**config.mk**
```make
export PLATFORM = sky130hd
export DESIGN_NAME = atp_horner_step
export DESIGN_NICKNAME = d
export VERILOG_FILES = /design/src/hw/rtl/atp_pkg.sv /design/src/hw/rtl/atp_horner_step.sv
export SDC_FILE = /design/constraint.sdc
export NUM_CORES = 1
export LEC_CHECK = 0
export BUFFER_PORTS_ARGS = -buffer_cell sky130_fd_sc_hd__buf_2
export CORE_MARGIN = 4
export CORE_UTILIZATION = 35
export CTS_BUF_LIST = sky130_fd_sc_hd__clkbuf_2
export CTS_CLUSTER_SIZE = 16
export DETAILED_ROUTE_END_ITERATION = 8
export HOLD_SLACK_MARGIN = 0.08
export REMOVE_ABC_BUFFERS = 1
export SYNTH_ARGS = -nofsm -noshare
export SYNTH_HDL_FRONTEND = slang
export SYNTH_SLANG_ARGS = --single-unit
```
**constraint.sdc**
```tcl
create_clock -name clk_i -period 3.7 [get_ports clk_i]
set_input_delay 0.37 -clock clk_i [delete_from_list [all_inputs] [get_ports clk_i]]
set_output_delay 0.37 -clock clk_i [all_outputs]
set_load 0.02 [all_outputs]
```
**src/hw/rtl/atp_pkg.sv**
```systemverilog
// ----------------------------------------------------------------------------
// ADC to temperature package
// Shared widths, register indexes, reset values and the side payload type.
// ----------------------------------------------------------------------------
package atp_pkg;

  localparam int unsigned VOLT_W  = 19;
  localparam int unsigned CENTI_W = 9;
  localparam int unsigned TEMP_W  = 7;
  localparam int unsigned COEF_W  = 24;
  localparam int unsigned FRAC_W  = 16;
  localparam int unsigned CFG_IDX_W  = 3;
  localparam int unsigned CFG_DATA_W = 24;

  localparam logic [CFG_IDX_W-1:0] CFG_CLAMP_LOW   = 3'd0;
  localparam logic [CFG_IDX_W-1:0] CFG_CLAMP_HIGH  = 3'd1;
  localparam logic [CFG_IDX_W-1:0] CFG_COEF_FOURTH = 3'd2;
  localparam logic [CFG_IDX_W-1:0] CFG_COEF_THIRD  = 3'd3;
  localparam logic [CFG_IDX_W-1:0] CFG_COEF_SECOND = 3'd4;
  localparam logic [CFG_IDX_W-1:0] CFG_COEF_FIRST  = 3'd5;
  localparam logic [CFG_IDX_W-1:0] CFG_COEF_ZERO   = 3'd6;

  localparam logic [VOLT_W-1:0] CLAMP_LOW_RST  = 19'd10486;
  localparam logic [VOLT_W-1:0] CLAMP_HIGH_RST = 19'd85197;

  localparam logic signed [COEF_W-1:0] COEF_FOURTH_RST = 24'sd1554137;
  localparam logic signed [COEF_W-1:0] COEF_THIRD_RST  = -24'sd5642977;
  localparam logic signed [COEF_W-1:0] COEF_SECOND_RST = 24'sd7906918;
  localparam logic signed [COEF_W-1:0] COEF_FIRST_RST  = -24'sd5650842;
  localparam logic signed [COEF_W-1:0] COEF_ZERO_RST   = 24'sd2517074;

  typedef struct packed {
    logic [VOLT_W-1:0]  x;
    logic [CENTI_W-1:0] centi;
  } atp_side_t;

endpackage

```
**src/hw/rtl/atp_horner_step.sv**
```systemverilog
// ----------------------------------------------------------------------------
// Horner step
// One multiply stage and one shift-and-add stage: acc * x / 2^16 + coef.
// ----------------------------------------------------------------------------
module atp_horner_step #(
  parameter int unsigned ACC_IN_W  = 24,
  parameter int unsigned ACC_OUT_W = 28
) (
  input  logic                                  clk_i,
  input  logic                                  rst_ni,
  input  logic                                  valid_i,
  output logic                                  ready_o,
  input  logic signed [ACC_IN_W-1:0]            acc_i,
  input  atp_pkg::atp_side_t                    side_i,
  input  logic signed [atp_pkg::COEF_W-1:0]     coef_i,
  output logic                                  valid_o,
  input  logic                                  ready_i,
  output logic signed [ACC_OUT_W-1:0]           acc_o,
  output atp_pkg::atp_side_t                    side_o
);
  import atp_pkg::*;

  localparam int unsigned PROD_W = ACC_IN_W + VOLT_W + 1;
  localparam int unsigned SH_W   = PROD_W - FRAC_W;

  logic                     mul_valid_q, add_valid_q;
  logic                     mul_en, add_en;
  logic signed [PROD_W-1:0] prod_d, prod_q;
  atp_side_t                mul_side_q, add_side_q;
  logic signed [SH_W-1:0]   shifted;
  logic signed [ACC_OUT_W-1:0] acc_d, acc_q;

  assign add_en  = !add_valid_q || ready_i;
  assign mul_en  = !mul_valid_q || add_en;
  assign ready_o = mul_en;

  assign prod_d  = PROD_W'(acc_i) * PROD_W'($signed({1'b0, side_i.x}));
  assign shifted = prod_q[PROD_W-1:FRAC_W];
  assign acc_d   = shifted[ACC_OUT_W-1:0] + ACC_OUT_W'(coef_i);

  always_ff @(posedge clk_i or negedge rst_ni) begin
    if (!rst_ni) begin
      mul_valid_q <= 1'b0;
      add_valid_q <= 1'b0;
    end else begin
      if (mul_en) begin
        mul_valid_q <= valid_i;
      end
      if (add_en) begin
        add_valid_q <= mul_valid_q;
      end
    end
  end

  always_ff @(posedge clk_i) begin
    if (mul_en) begin
      prod_q     <= prod_d;
      mul_side_q <= side_i;
    end
    if (add_en) begin
      acc_q      <= acc_d;
      add_side_q <= mul_side_q;
    end
  end

  assign valid_o = add_valid_q;
  assign acc_o   = acc_q;
  assign side_o  = add_side_q;

endmodule

```
# Word level (Yosys, flattened, before mapping)
# Cells that the tools add are included.
word_totals:
  elab_cells: 14
  reg_bits: 130
  out_inout_bits: 58
  inputBits: 80
classes:
  reduce_logical: 4
  n_mul: 1
  addsub: 1
op_table:
  columns: ["operator", "count"]
  rows:
  - ["multiplier 24 x 20 -> 44 bit", 1]
  - ["adder 28 bit", 1]
  - ["logical NOT 1 bit", 2]
  - ["logical OR 1 bit", 2]

# Longest topological paths before layout
# Gate-level depths: netlist of run 1.
depth:
  ltp_word: 3
  mapped_depth: 27
  depth_no_buf: 25

# Worst setup path before layout of run 1
# No wires, ideal clock.
synth_path:
  path_kind: "input to register"
  start: "input acc_i[23]"
  end: "register prod_q[43], data pin"
  t_arrival_ps: 6604
  slack_ps: -3164
  n_path_buf: 2
  setup_time_ps: 260
  required_time_ps: 3440
  cell_stages: 23
  cell_sequence: "clkbuf_1 > clkbuf_1 > nand2_1 > fa_1 > inv_1 > fa_1 > fa_1 > fa_1 > fa_1 > fa_1 > inv_1 > fa_1 > inv_1 > ha_1 > a21o_1 > a21o_1 > a21oi_1 > o21ai_0 > nand3_1 > nand2_1 > a41oi_1 > o21ai_0 > xnor2_1"
synth_between:
  elab_chain_cells: 1
synth_lines:
  columns: ["item", "line_no", "rtl"]
  rows:
  - ["from (decl)", "atp_horner_step.sv:13", "input logic signed [ACC_IN_W-1:0] acc_i,"]
  - ["multiplier 24 x 20 -> 44 bit", "atp_horner_step.sv:37", "assign prod_d = PROD_W'(acc_i) * PROD_W'($signed({1'b0, side_i.x}));"]
  - ["via prod_d[43]", "atp_horner_step.sv:28", "logic signed [PROD_W-1:0] prod_d, prod_q;"]
  - ["to (signal assigned)", "atp_horner_step.sv:57", "prod_q <= prod_d;"]
  - ["to (decl)", "atp_horner_step.sv:28", null]
# The timed path passes the listed nets, and every way through them passes these cells.
# A chain may end at the register's enable or synchronous reset.

# Final worst setup path of run 1
layout_path:
  start: "input side_i[13] (netlist name)"
  end: "register prod_q[20], data pin"
layout_between:
  elab_chain_cells: 1
layout_lines:
  columns: ["item", "line_no", "rtl"]
  rows:
  - ["from (decl)", "atp_horner_step.sv:14", "input atp_pkg::atp_side_t side_i,"]
  - ["multiplier 24 x 20 -> 44 bit", "atp_horner_step.sv:37", null]
  - ["via prod_d[20]", "atp_horner_step.sv:28", null]
# The timed path passes the listed nets, and every way through them passes these cells.

==> results of run 1 <==
## state kept, by name, indices dropped and copies added (netlist names)
name and count:
valid_o 1, acc_o 28, mul_valid_q 1, prod_q 28, mul_side_q 28, side_o 28
## metrics by stage
step / util, % / setup slack (ns) / cells / hold slack [ns] / area, um2
after floorplan: - / -2.78 / 2044 / 0.0744 / 21000
after global placement: 40.9 / -3.33 / 3208 / 0.156 / 24600
after detailed placement: 40.9 / -3.37 / 3208 / 0.158 / 24600
after CTS: 43.1 / -2.20 / 3288 / 0.0840 / 26000
after global routing: 43.6 / -2.38 / 3290 / 0.0959 / 26300
final: 43.6 / -2.28 / 3290 / 0.184 / 26300
## timing repair
item	in CTS	in global routing
hold buffers	21	1
cloned	1	2
hold endpoints to repair	21	1
endpoints found under the setup margin	28	28
setup buffers	26	10
pin swaps	103	79
resized for setup	162	89
## worst reg2reg max path: cells and delay by family (launching register included)
family	cells	cell delay, ns
buffers and inverters	1	0.08
adder cells (fa/ha/maj)	2	0.45
AND/OR/NAND/NOR	1	0.05
AO/OA/AOI/OAI	7	2.03
flip-flops	1	0.45
## layer usage
layer  vias up  track usage (%)  routed length [um]
li1       7035                -                   -
met1      7793             23.3               24000
met2       288             32.3               28500
met3        74             1.86                2320
met4         4             3.65                1190
met5         -                0                  27
## logic make-up (layout without fill, tap and decap cells)
group           count (synthesis)  after routing  share of synthesized area (%)
buf+inv                       616           1010                           10.9
fa+ha+maj                     610            610                           52.3
simple gates                  558            558                           13.3
compound gates                156            156                           5.09
flops                         114            114                           16.0
xor+xnor                       58             58                           2.39
other cells                     0              2                              0
## final cells by class
class,count,share of cell area (%)
clock buffer,17,0.324
multi-input combinational,1382,61.3
inverter,548,7.83
timing repair buffer,430,13.3
clock inverter,15,0.505
tap,782,3.72
antenna,2,0.0190
sequential,114,13.0
## layout by cell type, fill, tap and decap left out, types with 6 or more instances in the layout
| master | netlist | routed |
|---|---|---|
| o21a_1 | 10 | 10 |
| and2_4 | 0 | 16 |
| xnor2_2 | 0 | 6 |
| fa_2 | 0 | 18 |
| xnor2_1 | 40 | 34 |
| ha_1 | 143 | 132 |
| inv_1 | 548 | 533 |
| a21o_1 | 25 | 25 |
| nor3_1 | 10 | 8 |
| clkbuf_2 | 0 | 17 |
| fa_1 | 467 | 449 |
| and2_1 | 251 | 235 |
| nand2_1 | 232 | 228 |
| buf_2 | 0 | 103 |
| a21oi_2 | 4 | 11 |
| a21oi_1 | 39 | 31 |
| edfxtp_1 | 112 | 112 |
| buf_12 | 0 | 13 |
| nor2_1 | 24 | 21 |
| o21bai_1 | 6 | 6 |
| buf_4 | 0 | 216 |
| dlygate4sd3_1 | 0 | 22 |
| nand2b_1 | 9 | 8 |
| o21ai_0 | 26 | 18 |
| buf_6 | 0 | 59 |
| xor2_1 | 18 | 13 |
| inv_2 | 0 | 15 |
| ha_4 | 0 | 11 |
| clkbuf_4 | 0 | 9 |
## worst paths after layout
path | slack (ns) | cells past startpoint | endpoint
setup / recovery | -2.28 | 26 | prod_q[20]
hold / removal | 0.18 | 2 | mul_side_q[11]
setup reg to reg | 0.43 | 11 | acc_o[26]
hold reg to reg | 0.44 | 0 | side_o[21]
max in group asynchronous | 3.07 | 3 | valid_o
min in group asynchronous | 0.50 | 3 | mul_valid_q
==> metrics, run 1 <==
outcome=finished, violations left; failing checks=setup timing; Worst Path Max Fanout=8; routed len/inst=17.0 um; Slew HR=45.8%; area delta synth->final=23.4%; ys async rst share=1.75%; setup TNS=-58.70 ns; row count=90; antenna violations before repair=7; max incr delay on CP=0.55 ns; vias in the first global route=17,270; number of max-cap violations=0; dominant synthesized flop cell=edfxtp_1; TritonRoute pass-1 iters=5; crit-path leading delay family=adder cells; Worst-path clk slew=0.20 ns; WP data required=4.14 ns; CP most frequent cell=fa_1; I/O pin total=138; Hold Crit Start=side_i[11]; Multi-input gate area=16,100 um2; Post-synth EDFFs=112; Critical R2R Launch=prod_q[16]; leading area contributor after synthesis=fa_1; layout cell share with drive strength beyond 1=22.3%; vias=15,194; worst hold path class=in2reg; type of the worst setup path=in2reg; largest net degree at the start of global routing=33; arrival time at the worst endpoint=6.42 ns; die footprint=64,900 um2; Num CTS Buffers=17; setup violators final=28; Tot GR Track Use=17.8%; core footprint=60,200 um2; post-synthesis cell count=2,112; Synth area leaders=fa_1, edfxtp_1, inv_1, ha_1, and2_1; drt drc=0; crit end category=flop; unrepaired setup endpoints after global routing=yes; synthesis-stage register bit count=114; sequential-to-total area share from yosys stat=16.0%; DRT antenna net count=0; count leader, synth=inv_1; FF+latch area=3410 um2; Clock Latency Late Sink=0.70 ns; DR iter-0 viols=654; syn_area_per_cell=10.1 um2; initial core utilization=35.4%; Netlist cell types=54; Avg Vias per Cell=4.62; GP Congestion=0.887; synth warn=0; CTS root buf=clkbuf_2; fillcell total=5,704; CP bufs+invs=8; CTS Buffer Depth=2; Synth top cells by count=inv_1, fa_1, and2_1; Worst-Margin Slew=0.813 ns; Die Y=255 um; Slew Limit Fails=0; Hold Fails Final Rpt=0; port bufs=137; Yosys top cell area share=43.9%; H-tree Lvls=4; nets=3,183; post-route setup slack=-2.28 ns; first-pass GRT wire length=91,500 um; CTS tree=built; critical path's slowest cell=fa_1; Tmin final=5.98 ns; f_max=167 MHz; CP startpoint kind=input port; CP startpoint=side_i[13]; post-synthesis cell area=21,300 um2; final period utilization=162%; HPWL after DPL=48,600 um; die width=255 um; sum of routed wire length over all layers=56,000 um; Clock Sinks=114; global route total overflow=0; final clock skew=0.0455 ns
Power of run 1 is not shown: default switching activity piles up to over one toggle a cycle in this logic, so the estimate is an artifact.
==> run 2, diff against run 1 <==
--- a/config.mk
+++ b/config.mk
@@ -7,11 +7,12 @@
 export LEC_CHECK = 0
 export BUFFER_PORTS_ARGS = -buffer_cell sky130_fd_sc_hd__buf_2
 export CORE_MARGIN = 4
-export CORE_UTILIZATION = 35
+export CORE_UTILIZATION = 65
 export CTS_BUF_LIST = sky130_fd_sc_hd__clkbuf_2
 export CTS_CLUSTER_SIZE = 16
 export DETAILED_ROUTE_END_ITERATION = 8
 export HOLD_SLACK_MARGIN = 0.08
+export PLACE_DENSITY = 0.85
 export REMOVE_ABC_BUFFERS = 1
 export SYNTH_ARGS = -nofsm -noshare
 export SYNTH_HDL_FRONTEND = slang
==> run 2 against run 1 <==
Net effect:
- the flow still finishes with violations (setup timing)
- via count rose by 12%
- cell count decreased by 11%
- non-clock buffer count shrank 12
- global-route usage up 17 points
- critical path depth is 1 lower
==> metrics, run 2 (synthesis gave the netlist of run 1 again) <==
outcome=finished, violations left; failing checks=setup timing; Clock Sinks=114; CTS root buf=clkbuf_2; die footprint=35,700 um2; I/O pin total=138; DR iter-0 viols=1,886; critical path's slowest cell=fa_1; CTS tree=built; Hold Fails Final Rpt=0; most common cell after layout, fill and taps aside=inv_1; final period utilization=168%; Slew Limit Fails=0; Tmin final=6.23 ns; non-filler cells, final=2,941; CP startpoint kind=input port; Tot GR Track Use=34.4%; Worst-path clk slew=0.19 ns; initial core utilization=65.6%; fillcell total=1,742; WP data required=4.17 ns; max incr delay on CP=0.57 ns; Die Y=189 um; nets=3,171; routed len/inst=21.6 um; Worst Path Max Fanout=12; drt drc=0; Clock Latency Late Sink=0.70 ns; H-tree Lvls=4; crit-path leading delay family=adder cells; Num CTS Buffers=17; vias=17,060; Multi-input gate area=16,200 um2; sum of routed wire length over all layers=63,500 um; core footprint=32,500 um2; HPWL after DPL=47,900 um; TritonRoute pass-1 iters=5; first-pass GRT wire length=96,600 um; final clock skew=0.0514 ns; CP most frequent cell=fa_1; row count=66; die width=189 um; setup violators final=28; DRT antenna net count=0; vias in the first global route=18,832; type of the worst setup path=in2reg; GP Congestion=0.946; largest net degree at the start of global routing=48; Worst-Margin Slew=1.08 ns; arrival time at the worst endpoint=6.70 ns; most frequent cells in the layout=inv_1, fa_1, and2_1; crit end category=flop; area delta synth->final=21.0%; f_max=161 MHz; global route total overflow=0; Slew HR=28.2%; Avg Vias per Cell=5.80; antenna violations before repair=6; CP bufs+invs=8; setup TNS=-64.16 ns; port bufs=137; placed cells=2,861; CTS Buffer Depth=2; worst hold path class=in2reg; unrepaired setup endpoints after global routing=yes; post-route setup slack=-2.53 ns; number of max-cap violations=0; layout cell share with drive strength beyond 1=23.6%; FF+latch area=3410 um2
run 2: final timing paths:
kind | startpoint | endpoint | slack [ns] | cells after the start
setup / recovery | acc_i[13] | prod_q[42] | -2.53 | 25
hold / removal | side_i[21] | mul_side_q[21] | 0.10 | 2
setup reg to reg | prod_q[17] | acc_o[27] | 0.06 | 10
hold reg to reg | mul_side_q[12] | side_o[12] | 0.44 | 0
max in group asynchronous | rst_ni | mul_valid_q | 3.02 | 3
min in group asynchronous | rst_ni | valid_o | 0.55 | 3
run 2: per-layer routing:
layer	up-vias	routed length, um	GRT usage (%)
li1	7015	-	-
met1	8389	21900	43.3
met2	1291	30500	58.0
met3	357	7590	8.65
met4	8	3460	13.4
met5	-	52	0
run 2: layout make-up:
type	count	share of cell area, %
Antenna cell	5	0.0486
Clock buffer	17	0.330
Clock inverter	15	0.738
Inverter	548	7.98
Multi-Input combinational cell	1382	62.8
Sequential cell	114	13.2
Tap cell	442	2.15
Timing Repair Buffer	418	12.7
run 2: repair_timing:
item	CTS	global route
hold buffers	16	1
endpoints found under the hold margin	16	1
resized for setup	165	98
pin swaps	89	47
setup buffers	18	7
gates cloned	2	0
setup endpoints to repair	28	28
run 2: worst reg2reg max path, delay by kind of cell (launching register included):
kind	cells	cell delay, ns
compound gates	8	2.57
flops	1	0.46
xor+xnor	1	0.11
fa+ha+maj	1	0.31
run 2: through the flow:
step / util, % / cell area [um2] / hold slack [ns] / setup WS, ns
5_1_grt: 79.4 / 25800 / 0.0870 / -2.61
4_1_cts: 78.1 / 25300 / 0.0823 / -2.31
6_report: 79.4 / 25800 / 0.104 / -2.53
3_5_place_dp: 74.4 / 24100 / 0.156 / -3.32
2_1_floorplan: - / 21000 / 0.0744 / -2.78
3_3_place_gp: 74.4 / 24100 / 0.155 / -3.15
Power of run 2 is left out for the same reason.
